File: src/design/assert_macros.svh
// assertion macros used by the line sequencer top level
`ifndef ASSERT_MACROS_SVH
`define ASSERT_MACROS_SVH

`ifndef NO_ASSERTIONS

// checked only while out of reset, sampled on clk
`define IVLS_ASSERT(lbl, prop, msg) \
    lbl: assert property (@(posedge clk) disable iff (!rst_n) prop) else $error(msg);

// checked at every edge, reset included
`define IVLS_ASSERT_ALWAYS(lbl, prop, msg) \
    lbl: assert property (@(posedge clk) prop) else $error(msg);

`else

`define IVLS_ASSERT(lbl, prop, msg)
`define IVLS_ASSERT_ALWAYS(lbl, prop, msg)

`endif

`endif

File: src/design/ivls_pkg.sv
// shared constants, line kinds and result type for the line sequencer
`timescale 1ns / 1ps

package ivls_pkg;

    localparam int LINE_BYTES       = 322;
    localparam int FIELD_LAST_LINE  = 262;
    localparam int VBLANK_LAST_LINE = 22;
    localparam int IMAGE_HEIGHT     = 384;
    localparam int IMAGE_WIDTH      = 512;

    localparam int BITMAP_ROWS  = IMAGE_HEIGHT / 2;
    localparam int BORDER_LINES = (FIELD_LAST_LINE - VBLANK_LAST_LINE - BITMAP_ROWS) / 2;
    localparam int BORDER_END   = VBLANK_LAST_LINE + BORDER_LINES;
    localparam int BITMAP_END   = BORDER_END + BITMAP_ROWS;

    localparam int LINE_W   = 9;
    localparam int ROW_W    = 8;
    localparam int BYTES_W  = 10;
    localparam int OFFSET_W = 17;
    localparam int CFG_W    = 7;

    typedef enum logic [2:0] {
        KIND_BLANK    = 3'd0,
        KIND_EQUALIZE = 3'd1,
        KIND_VSYNC    = 3'd2,
        KIND_EQ_BLANK = 3'd3,
        KIND_BORDER   = 3'd4,
        KIND_PIXEL    = 3'd5
    } line_kind_t;

    typedef struct packed {
        line_kind_t            kind;
        logic [BYTES_W-1:0]    transfer_bytes;
        logic                  send_buffer;
        logic                  fetch_valid;
        logic                  fetch_buffer;
        logic [OFFSET_W-1:0]   fetch_offset;
        logic                  frame_done;
        logic [LINE_W-1:0]     line_number;
        logic                  field_odd;
    } result_t;

endpackage

File: src/design/ivls_line_decode.sv
// decodes one new line position into its line kind, byte count and row fetch
`timescale 1ns / 1ps

module ivls_line_decode
(
    input  logic [ivls_pkg::LINE_W-1:0]        line,
    input  logic                               field,
    input  logic [ivls_pkg::ROW_W-1:0]         row,
    input  logic                               hold_blank,
    input  logic signed [ivls_pkg::CFG_W-1:0]  interlace_offset,
    output logic [ivls_pkg::ROW_W-1:0]         row_next,
    output ivls_pkg::result_t                  result
);

    localparam logic [ivls_pkg::LINE_W-1:0] VBLANK_END_L =
        ivls_pkg::LINE_W'(ivls_pkg::VBLANK_LAST_LINE);
    localparam logic [ivls_pkg::LINE_W-1:0] BORDER_END_L =
        ivls_pkg::LINE_W'(ivls_pkg::BORDER_END);
    localparam logic [ivls_pkg::LINE_W-1:0] BITMAP_END_L =
        ivls_pkg::LINE_W'(ivls_pkg::BITMAP_END);
    localparam logic [ivls_pkg::LINE_W-1:0] DONE_LINE_L  =
        ivls_pkg::LINE_W'(ivls_pkg::BITMAP_END + 1);

    localparam int SUM_W = ivls_pkg::BYTES_W + 2;
    localparam logic signed [SUM_W-1:0] FULL_S = SUM_W'(ivls_pkg::LINE_BYTES);
    localparam logic signed [SUM_W-1:0] HALF_S = SUM_W'(ivls_pkg::LINE_BYTES / 2);
    localparam logic signed [SUM_W-1:0] ONE_HALF_S =
        SUM_W'(ivls_pkg::LINE_BYTES + ivls_pkg::LINE_BYTES / 2);
    localparam logic signed [SUM_W-1:0] MAX_S = SUM_W'((1 << ivls_pkg::BYTES_W) - 1);

    logic signed [SUM_W-1:0]       off_s;
    logic signed [SUM_W-1:0]       bytes_s;
    logic [ivls_pkg::ROW_W-1:0]    row_plus;
    logic [ivls_pkg::ROW_W-1:0]    fetch_row;
    logic [31:0]                   offset_full;

    assign off_s    = SUM_W'(interlace_offset);
    assign row_plus = row + ivls_pkg::ROW_W'(1);

    always_comb
    begin
        result                = '0;
        result.kind           = ivls_pkg::KIND_BLANK;
        result.line_number    = line;
        result.field_odd      = field;
        bytes_s               = FULL_S;
        row_next              = row;
        fetch_row             = row;

        if (line <= VBLANK_END_L)
        begin
            if (line == ivls_pkg::LINE_W'(0))
            begin
                result.kind = ivls_pkg::KIND_BLANK;
                if (field)
                begin
                    bytes_s = HALF_S + off_s;
                end
            end
            else if (line <= ivls_pkg::LINE_W'(3))
            begin
                result.kind = ivls_pkg::KIND_EQUALIZE;
            end
            else if (line <= ivls_pkg::LINE_W'(6))
            begin
                result.kind = ivls_pkg::KIND_VSYNC;
            end
            else if (line <= ivls_pkg::LINE_W'(8))
            begin
                result.kind = ivls_pkg::KIND_EQUALIZE;
            end
            else if (line == ivls_pkg::LINE_W'(9))
            begin
                if (field)
                begin
                    result.kind = ivls_pkg::KIND_EQ_BLANK;
                    bytes_s     = ONE_HALF_S - off_s;
                end
                else
                begin
                    result.kind = ivls_pkg::KIND_EQUALIZE;
                end
            end
            else
            begin
                result.kind = ivls_pkg::KIND_BLANK;
            end
        end
        else if (line <= BORDER_END_L)
        begin
            if (!hold_blank)
            begin
                result.kind = ivls_pkg::KIND_BORDER;
                // prefetch the first row on the last top border line
                if (line == BORDER_END_L)
                begin
                    result.fetch_valid = 1'b1;
                end
            end
        end
        else if (line <= BITMAP_END_L)
        begin
            if (!hold_blank)
            begin
                result.kind        = ivls_pkg::KIND_PIXEL;
                result.send_buffer = row[0];
                row_next           = row_plus;
                fetch_row          = row_plus;
                // no fetch past the last bitmap row
                if (row_plus < ivls_pkg::ROW_W'(ivls_pkg::BITMAP_ROWS))
                begin
                    result.fetch_valid = 1'b1;
                end
            end
        end
        else
        begin
            result.frame_done = (line == DONE_LINE_L);
            result.kind       = hold_blank ? ivls_pkg::KIND_BLANK : ivls_pkg::KIND_BORDER;
        end

        offset_full = ((32'(fetch_row) * 32'd2 + 32'(field)) *
                       32'(ivls_pkg::IMAGE_WIDTH)) / 2;
        if (result.fetch_valid)
        begin
            result.fetch_buffer = fetch_row[0];
            result.fetch_offset = offset_full[ivls_pkg::OFFSET_W-1:0];
        end

        if (bytes_s < SUM_W'(0))
        begin
            result.transfer_bytes = '0;
        end
        else if (bytes_s > MAX_S)
        begin
            result.transfer_bytes = '1;
        end
        else
        begin
            result.transfer_bytes = bytes_s[ivls_pkg::BYTES_W-1:0];
        end
    end

endmodule

File: src/design/interlaced_video_line_sequencer_top.sv
// line sequencer top level: line, field and row counters with the result register
//
// usage: send one beat on in_valid/in_ready at the end of every scanline,
// carrying hold_blank. the block advances its line counter (wrapping once per
// field and toggling the field flag) and returns one result beat on
// out_valid/out_ready describing the next line: its kind, byte count, pixel
// buffer to send, an optional bitmap row fetch and the frame-done pulse.
// the result is registered: it is valid in the cycle after the input beat is taken.
// throughput: one beat per cycle while out_ready is high; the counter update
// and line decode sit between the counter registers and a single result register.
// a stalled receiver keeps the result register full; a new input beat is
// still taken in the cycle the held result is taken (in_ready = !out_valid
// or out_ready), otherwise in_ready drops until the result leaves.
// cfg_valid/cfg_ready write the signed interlace offset; cfg_ready is always
// high and writes are expected only while no line is in flight.
// reset: line counter at the last line of the field so the first beat gives
// line 0 of the odd field, row counter and offset cleared, output empty.
`timescale 1ns / 1ps

`include "assert_macros.svh"

module interlaced_video_line_sequencer_top
(
    input  logic                                clk,
    input  logic                                rst_n,

    input  logic                                cfg_valid,
    output logic                                cfg_ready,
    input  logic [ivls_pkg::CFG_W-1:0]          cfg_data,

    input  logic                                in_valid,
    output logic                                in_ready,
    input  logic                                hold_blank,

    output logic                                out_valid,
    input  logic                                out_ready,
    output logic [2:0]                          line_kind,
    output logic [ivls_pkg::BYTES_W-1:0]        transfer_bytes,
    output logic                                send_buffer,
    output logic                                fetch_valid,
    output logic                                fetch_buffer,
    output logic [ivls_pkg::OFFSET_W-1:0]       fetch_offset,
    output logic                                frame_done,
    output logic [ivls_pkg::LINE_W-1:0]         line_number,
    output logic                                field_odd
);

    localparam logic [ivls_pkg::LINE_W-1:0] LAST_LINE_L =
        ivls_pkg::LINE_W'(ivls_pkg::FIELD_LAST_LINE);

    logic [ivls_pkg::LINE_W-1:0]        line_count_reg;
    logic [ivls_pkg::LINE_W-1:0]        line_count_next;
    logic                               field_flag_reg;
    logic                               field_flag_next;
    logic [ivls_pkg::ROW_W-1:0]         row_count_reg;
    logic [ivls_pkg::ROW_W-1:0]         row_base;
    logic [ivls_pkg::ROW_W-1:0]         row_count_next;
    logic signed [ivls_pkg::CFG_W-1:0]  offset_reg;
    logic                               out_valid_reg;
    ivls_pkg::result_t                  result_reg;
    ivls_pkg::result_t                  result_next;
    logic                               in_beat;

    assign cfg_ready = 1'b1;
    assign in_ready  = !out_valid_reg || out_ready;
    assign in_beat   = in_valid && in_ready;

    // next line position; the wrap starts a new field and clears the row count
    always_comb
    begin
        if (line_count_reg >= LAST_LINE_L)
        begin
            line_count_next = '0;
            field_flag_next = !field_flag_reg;
            row_base        = '0;
        end
        else
        begin
            line_count_next = line_count_reg + ivls_pkg::LINE_W'(1);
            field_flag_next = field_flag_reg;
            row_base        = row_count_reg;
        end
    end

    ivls_line_decode u_decode
    (
        .line             (line_count_next),
        .field            (field_flag_next),
        .row              (row_base),
        .hold_blank       (hold_blank),
        .interlace_offset (offset_reg),
        .row_next         (row_count_next),
        .result           (result_next)
    );

    always_ff @(posedge clk or negedge rst_n)
    begin
        if (!rst_n)
        begin
            line_count_reg <= LAST_LINE_L;
            field_flag_reg <= 1'b0;
            row_count_reg  <= '0;
            offset_reg     <= '0;
            out_valid_reg  <= 1'b0;
        end
        else
        begin
            if (cfg_valid && cfg_ready)
            begin
                offset_reg <= cfg_data;
            end
            if (in_beat)
            begin
                line_count_reg <= line_count_next;
                field_flag_reg <= field_flag_next;
                row_count_reg  <= row_count_next;
                out_valid_reg  <= 1'b1;
            end
            else if (out_ready)
            begin
                out_valid_reg <= 1'b0;
            end
        end
    end

    always_ff @(posedge clk)
    begin
        if (in_beat)
        begin
            result_reg <= result_next;
        end
    end

    assign out_valid      = out_valid_reg;
    assign line_kind      = result_reg.kind;
    assign transfer_bytes = result_reg.transfer_bytes;
    assign send_buffer    = result_reg.send_buffer;
    assign fetch_valid    = result_reg.fetch_valid;
    assign fetch_buffer   = result_reg.fetch_buffer;
    assign fetch_offset   = result_reg.fetch_offset;
    assign frame_done     = result_reg.frame_done;
    assign line_number    = result_reg.line_number;
    assign field_odd      = result_reg.field_odd;

    `IVLS_ASSERT(a_beat_gives_result, in_beat |=> out_valid_reg, "input beat without result")
    `IVLS_ASSERT_ALWAYS(a_line_in_field, line_count_reg <= LAST_LINE_L, "line counter out of field")
    `IVLS_ASSERT(a_done_line, (out_valid_reg && result_reg.frame_done) |-> (result_reg.line_number == ivls_pkg::LINE_W'(ivls_pkg::BITMAP_END + 1)), "frame done on wrong line")
    `IVLS_ASSERT(a_fetch_region, (out_valid_reg && result_reg.fetch_valid) |-> (result_reg.line_number >= ivls_pkg::LINE_W'(ivls_pkg::BORDER_END) && result_reg.line_number <= ivls_pkg::LINE_W'(ivls_pkg::BITMAP_END)), "fetch outside bitmap area")
    `IVLS_ASSERT(a_send_on_pixel, (out_valid_reg && result_reg.send_buffer) |-> (result_reg.kind == ivls_pkg::KIND_PIXEL), "buffer select on non-pixel line")

endmodule
File: config.mk
export PLATFORM = sky130hd
export DESIGN_NAME = interlaced_video_line_sequencer_top
export DESIGN_NICKNAME = d
export VERILOG_FILES = /design/src/design/ivls_pkg.sv /design/src/design/ivls_line_decode.sv /design/src/design/interlaced_video_line_sequencer_top.sv
export VERILOG_INCLUDE_DIRS = /design/src /design/src/design
export SDC_FILE = /design/constraint.sdc
export NUM_CORES = 1
export LEC_CHECK = 0
export ABC_CLOCK_PERIOD_IN_PS = 10600
export BUFFER_PORTS_ARGS = -buffer_cell sky130_fd_sc_hd__buf_2
export CAP_MARGIN = 30
export CORE_UTILIZATION = 52
export DETAILED_ROUTE_END_ITERATION = 6
export PLACE_DENSITY = 0.75
export SKIP_LAST_GASP = 1
export SYNTH_ARGS = -nofsm -noshare
export SYNTH_HDL_FRONTEND = slang
export SYNTH_SLANG_ARGS = --single-unit
File: constraint.sdc
create_clock -name clk -period 10.6 [get_ports clk]
set_input_delay 1.06 -clock clk [delete_from_list [all_inputs] [get_ports clk]]
set_output_delay 1.06 -clock clk [all_outputs]
set_load 0.02 [all_outputs]
==> metrics.yaml, run 1 <==
synth.distinct_cells: 68
drive_gt1_share_pct: 24.3
final_hold_viol_count: 0
areaGrowthSynthToFinish_pct: 12.8
wl_um: 7140
ys_seq_area_share_pct: 49.0
firstDrtPassIters: 5
drv_cap: 0
post-route-period-util_pct: 35.4
synth-warning-count: 0
synth_top_area_cell: "edfxtp_1"
synthArstFlopShare_pct: 42.6
hpwlAfterDp_um: 4900
crit_arrival_ns: 3.92
synth-seq-cells: 61
drv_slew: 0
final_antenna_net_count: 0
power.density_mw_per_mm2: 251
dp.cells: 442
postCtsSetupRepairBufs: 0
final_cells: 459
synthTopCellsByArea: "edfxtp_1 30%, dfrtp_1 17%, nand2_1 2.9%, o21ai_0 2.9%, dfstp_2 2.3%"
grt_usage_pct: 21.4
worstSetupStartpointType: "flip-flop"
path_cells: "inv_1, ha_1, o21ai_1, and3_1, nand2b_1, nand2_1, inv_1, ha_1, nand2b_1, a221oi_1, clkbuf_2, nand3_1, a211oi_1"
cts-htree-levels: 3
worstHoldStart: "field_flag_reg$_DFFE_PN0P_"
synth_top_flop_cell: "edfxtp_1"
clkSinkCount: 61
leakage_nw: 1.60
required_ns: 10.77
critPathBufInv: 3
yosys.area_share.simple_pct: 17.6
critPathTopFamily: "compound AO/OA/AOI/OAI gates"
final_util_pct: 61.4
min_period_ns: 3.75
antenna_found_initial: 0
clk_pin_slew_worst_paths_ns: 0.07
die_h_um: 83.8
cts_buffer_depth: 2
cp_slowest_stage_delay_ns: 0.59
hold-worst-slack_ns: 0.515
grt_start_max_net_pins: 42
path_class: "flip-flop to flip-flop"
fin_tns_setup_ns: 0
layout.nets: 396
synth-compound-area-share_pct: 19.3
clk_latency_ns: 0.35
setup_viol: 0
outcome: "complete, no violations"
drt_iter0_drc: 251
io_pins: 60
netlist_top_cells_count: "35 x edfxtp_1, 27 x nand2_1, 23 x dfrtp_1"
place_congestion: 0.949
synth_area_mm2: 0.00348
max_slew_margin_pct: 51.2
synthCells: 335
wl_per_cell_um: 15.6
largest_reg_flops: 10
grt_pass1_wl_um: 11700
peakVddDrop_uv: 129
cts_buffers: 9
yosysTopAreaCellShare_pct: 30.2
synth_xor_area_share_pct: 2.27
start_util_pct: 54.4
rsz0062_at_grt: "false"
synth_mux_area_share_pct: 2.23
synth.avg_cell_area_um2: 10.4
total_power_uw: 983
cts_tree: "yes"
synth-adder-area-share_pct: 2.16
synth_top_family_by_area: "compound AO/OA/AOI/OAI gates"
core_area_mm2: 0.00639
port-buffer-count: 50
yosysMostFrequentCell: "edfxtp_1"
tightest_slew_ns: 0.732
clock_skew_ns: 0.00463
via_count: 2700
setup.worst_path.start: "line_count_reg[0]$_DFFE_PN0P_"
critPathSlowestCell: "a221oi_1"
reg2reg_from: "line_count_reg[0]$_DFFE_PN0P_"
cp-end-kind: "flip-flop"
synth_edf_count: 35
grt_pass1_vias: 2440
cts_root_buffer: "clkbuf_8"
rows: 29
gr-total-overflow: 0
cts.repair.resized: 0
hold_path_class: "flip-flop to flip-flop"
crit_fanout: 12
clock.fmax_ghz: 0.267
antenna_cells: 0
remaining_drc_errors: 0
vias_per_cell: 5.88
die-area_mm2: 0.00702
die_w_um: 83.8
postCtsHoldBufs: 0
-- power breakdown --
group	total, mW	switching, mW	internal, mW
registers	0.364	0.0516	0.313
clock network	0.247	0.0997	0.148
logic	0.372	0.229	0.143
-- cell usage in the layout (no fill, tap or decap), drive strengths merged, types with 4 or more instances in the layout --
cell	netlist	layout
a21o	4	4
nand2	28	28
clkbuf	13	11
xnor2	5	5
and2	8	8
a221oi	4	4
inv	16	17
a221o	4	4
nand3	12	12
edfxtp	35	35
buf	15	52
a31oi	5	5
nand2b	5	5
ha	6	6
mux2	6	6
nor2b	6	6
xor2	4	4
o21ai	21	21
or3	7	7
dfrtp	23	23
and3	4	4
nor3	12	12
nor2	20	20
a211oi	8	8
conb	2	9
a21oi	9	9
-- final timing paths --
| check | endpoint | slack [ns] | cells after the start |
|---|---|---|---|
| setup / recovery | fetch_offset[15]$_SDFFCE_PN0P_ | 6.85 | 13 |
| hold reg to reg | field_flag_reg$_DFFE_PN0P_ | 0.51 | 1 |
| min in group asynchronous | line_count_reg[7]$_DFFE_PN0P_ | 0.71 | 1 |
| max in group asynchronous | line_count_reg[0]$_DFFE_PN0P_ | 9.49 | 1 |
| setup reg to reg | fetch_offset[15]$_SDFFCE_PN0P_ | 6.85 | 13 |
| hold / removal | field_flag_reg$_DFFE_PN0P_ | 0.51 | 1 |
-- per-layer routing --
metal	GRT usage, %	vias up	part of all wire, %
li1	-	1319	-
met5	0	-	0
met4	9.71	0	1.6
met1	29.1	1275	45
met3	5.04	10	6.2
met2	32.6	96	47
-- cells by family (layout without fill, tap and decap cells) --
logic type / count (synthesis) / after routing
simple gates: 116 / 116
compound gates: 88 / 88
buf+inv: 46 / 86
fa+ha+maj: 6 / 6
flops: 61 / 61
xor+xnor: 9 / 9
mux: 7 / 7
other cells: 2 / 9
-- final cells by class --
type	count	area (um^2)
inverter	17	63.8
multi-input combinational	235	1550
fill	539	2460
clock inverter	6	92.6
tap	77	96.3
clock buffer	10	149
sequential	61	1710
timing repair buffer	53	270
-- per-stage QoR --
step / setup slack [ns] / area (um^2)
after floorplan: 7.26 / 3500
after global placement: 6.89 / 3680
after detailed placement: 6.79 / 3680
after CTS: 6.66 / 3920
after global routing: 6.55 / 3920
final: 6.85 / 3920
No activity file was read; power rests on OpenSTA's default activity.
==> inputs of run 2 (changes only) <==
--- a/config.mk
+++ b/config.mk
@@ -6,12 +6,12 @@
 export SDC_FILE = /design/constraint.sdc
 export NUM_CORES = 1
 export LEC_CHECK = 0
-export ABC_CLOCK_PERIOD_IN_PS = 10600
+export ABC_CLOCK_PERIOD_IN_PS = 3400
 export BUFFER_PORTS_ARGS = -buffer_cell sky130_fd_sc_hd__buf_2
 export CAP_MARGIN = 30
-export CORE_UTILIZATION = 52
+export CORE_UTILIZATION = 51
 export DETAILED_ROUTE_END_ITERATION = 6
-export PLACE_DENSITY = 0.75
+export PLACE_DENSITY = 0.77
 export SKIP_LAST_GASP = 1
 export SYNTH_ARGS = -nofsm -noshare
 export SYNTH_HDL_FRONTEND = slang
==> constraint.sdc (replaced) <==
create_clock -name clk -period 3.4 [get_ports clk]
set_input_delay 0.34 -clock clk [delete_from_list [all_inputs] [get_ports clk]]
set_output_delay 0.34 -clock clk [all_outputs]
set_load 0.02 [all_outputs]
==> metrics.yaml, run 2 (synthesis results as in run 1) <==
hold_path_class: "input pin to async pin"
firstDrtPassIters: 7  # +2
port-buffer-count: 50  # unchanged
leakage_nw: 1.67  # +4.5%
cts_tree: "yes"
drt_iter0_drc: 214  # -15%
io_pins: 60  # unchanged
cp_slowest_stage_delay_ns: 0.67  # +0.08 ns
clk_latency_ns: 0.35  # about the same
via_count: 2819  # +4.4%
layout_common_cells: "50 x buf_2, 35 x edfxtp_1, 27 x nand2_1"
core_area_mm2: 0.00646  # +1.1%
pre_cts_ws_ns: -0.0480  # -6.84 ns
antenna_found_initial: 0  # unchanged
critPathSlowestCell: "dfstp_2"
cts_root_buffer: "clkbuf_8"
max_slew_margin_pct: 57.8  # +6.7 points
largest_reg_flops: 10  # unchanged
place_congestion: 0.871  # -8.2%
die_h_um: 84.6  # +0.95%
antenna_cells: 0  # unchanged
required_ns: 3.56  # -7.21 ns
violations: "DRC, hold timing"
wl_um: 7980  # +12%
wl_per_cell_um: 17.0  # +9.3%
clock_skew_ns: 0.0102  # +0.00561 ns
drive_gt1_share_pct: 27.8  # +3.5 points
grt_usage_pct: 23.0  # +1.6 points
p_comb_share_pct: 39.5  # +1.7 points
final_util_pct: 63.0  # +1.6 points
crit_arrival_ns: 3.45  # -0.47 ns
hpwlAfterDp_um: 5300  # +8.1%
worstSetupStartpointType: "flip-flop"
path_class: "flip-flop to flip-flop"
postCtsHoldBufs: 0  # unchanged
clock.fmax_ghz: 0.304  # +14%
vias_per_cell: 6.01  # +2.2%
die_w_um: 84.6  # +0.95%
setup_viol: 0  # unchanged
cts_buffers: 9  # unchanged
areaGrowthSynthToFinish_pct: 17.0
path_cells: "nand3_2, or3_4, o22a_4, or3_4, a221o_2, a2111o_1, a211oi_1"
final_common_cell: "buf_2"
rows: 29  # unchanged
cts-htree-levels: 3  # unchanged
final_hold_viol_count: 1  # +1
fin_area_mm2: 0.00407  # +3.7%
min_period_ns: 3.29  # -0.458 ns
remaining_drc_errors: 5  # +5
hold-worst-slack_ns: -0.000366  # -0.515 ns
swShare_pct: 37.5  # -1.1 points
clk_pin_slew_worst_paths_ns: 0.08  # about the same
post-route-period-util_pct: 96.8  # +61 points
crit_fanout: 14  # +2
power.density_mw_per_mm2: 812  # +220%
grt_start_max_net_pins: 42  # unchanged
grt_pass1_wl_um: 12700  # +8.2%
tightest_slew_ns: 0.630  # -0.103 ns
cpMostUsedCell: "or3_4"
internal_power_mw: 2.06  # +240%
place_area_mm2: 0.00376  # +2.2%
clkPwrFrac_pct: 26.4  # +1.2 points
peakVddDrop_uv: 383  # +200%
clkSinkCount: 61  # unchanged
gr-total-overflow: 0  # unchanged
drv_slew: 0  # unchanged
die-area_mm2: 0.00715  # +1.9%
drv_cap: 0  # unchanged
cts_buffer_depth: 2  # unchanged
fillers: 547  # +1.5%
layout.nets: 406  # +2.5%
outcome: "complete, but fails checks"
setup_slack_ns: 0.108  # -6.74 ns
cp-end-kind: "flip-flop"
grt_pass1_vias: 2584  # +5.9%
final_antenna_net_count: 0  # unchanged
start_util_pct: 53.8  # -0.61 points
power.switching_mw: 1.24  # +230%
p_seq_share_pct: 34.1  # -2.9 points
==> run 2: cell count changes in the layout (fill, tap and decap cells not counted), sizes merged <==
cell | before | now
buf | 52 | 63
clkinvlp | 2 | 1
bufinv | 2 | 4
clkbuf | 11 | 9
==> run 2: final timing paths <==
path	endpoint	cells past startpoint	slack [ns]	from
max	fetch_offset[14]$_SDFFCE_PN0P_	7	0.11	line_count_reg[2]$_DFFE_PN1P_
min	row_count_reg[4]$_DFFE_PN0P_	1	-0.0004	rst_n
max reg2reg	fetch_offset[14]$_SDFFCE_PN0P_	7	0.11	line_count_reg[2]$_DFFE_PN1P_
min reg2reg	field_flag_reg$_DFFE_PN0P_	1	0.53	field_flag_reg$_DFFE_PN0P_
max in group asynchronous	line_count_reg[0]$_DFFE_PN0P_	1	2.96	rst_n
min in group clk	out_valid$_DFFE_PN0P_	2	0.20	in_valid
==> run 2: layout make-up <==
class                   instances  area, um^2  area share, %
repair buffers                 63         348           8.55
well taps                      77        96.3           2.37
inverters                      17        63.8           1.57
flip-flops and latches         61        1710           41.9
clock inverters                 7         145           3.57
multi-input cells             235        1590           39.0
clock buffers                   9         124           3.04
==> run 2: metrics by stage <==
step	total power [mW]	TNS [ns]	cells
3_5_place_dp	2.36	-0.0872	453
5_1_grt	3.49	-0.00475	469
3_3_place_gp	2.33	0	453
4_1_cts	3.25	0	469
6_report	3.30	0	469
2_1_floorplan	2.04	0	342
==> run 2: per-layer routing <==
metal,vias to the layer above,track usage [%],routed length [um]
met2,109,36.8,3740
met5,-,0,0
met4,0,12.3,276
li1,1334,-,-
met1,1346,28.5,3450
met3,30,6.29,509
==> run 2: repair_timing <==
item,CTS,global route
resized for setup,1,7
setup buffers,0,0
pin swaps,1,0
setup endpoints to repair,4,13
==> run 2: critical path, delay by kind of cell (launching register included) <==
kind	cells	cell delay, ns
flip-flops	1	0.67
AO/OA/AOI/OAI	4	1.40
AND/OR/NAND/NOR	3	1.03
==> run 2: power by group through the flow <==
stage          sequential, mW  combinational (mW)  clock [mW]
6_report                 1.13                1.30       0.872
5_1_grt                  1.15                1.42       0.915
4_1_cts                  1.12                1.25       0.882
3_5_place_dp             1.13                1.23           0
3_3_place_gp             1.12                1.21           0
2_1_floorplan            1.16               0.875           0
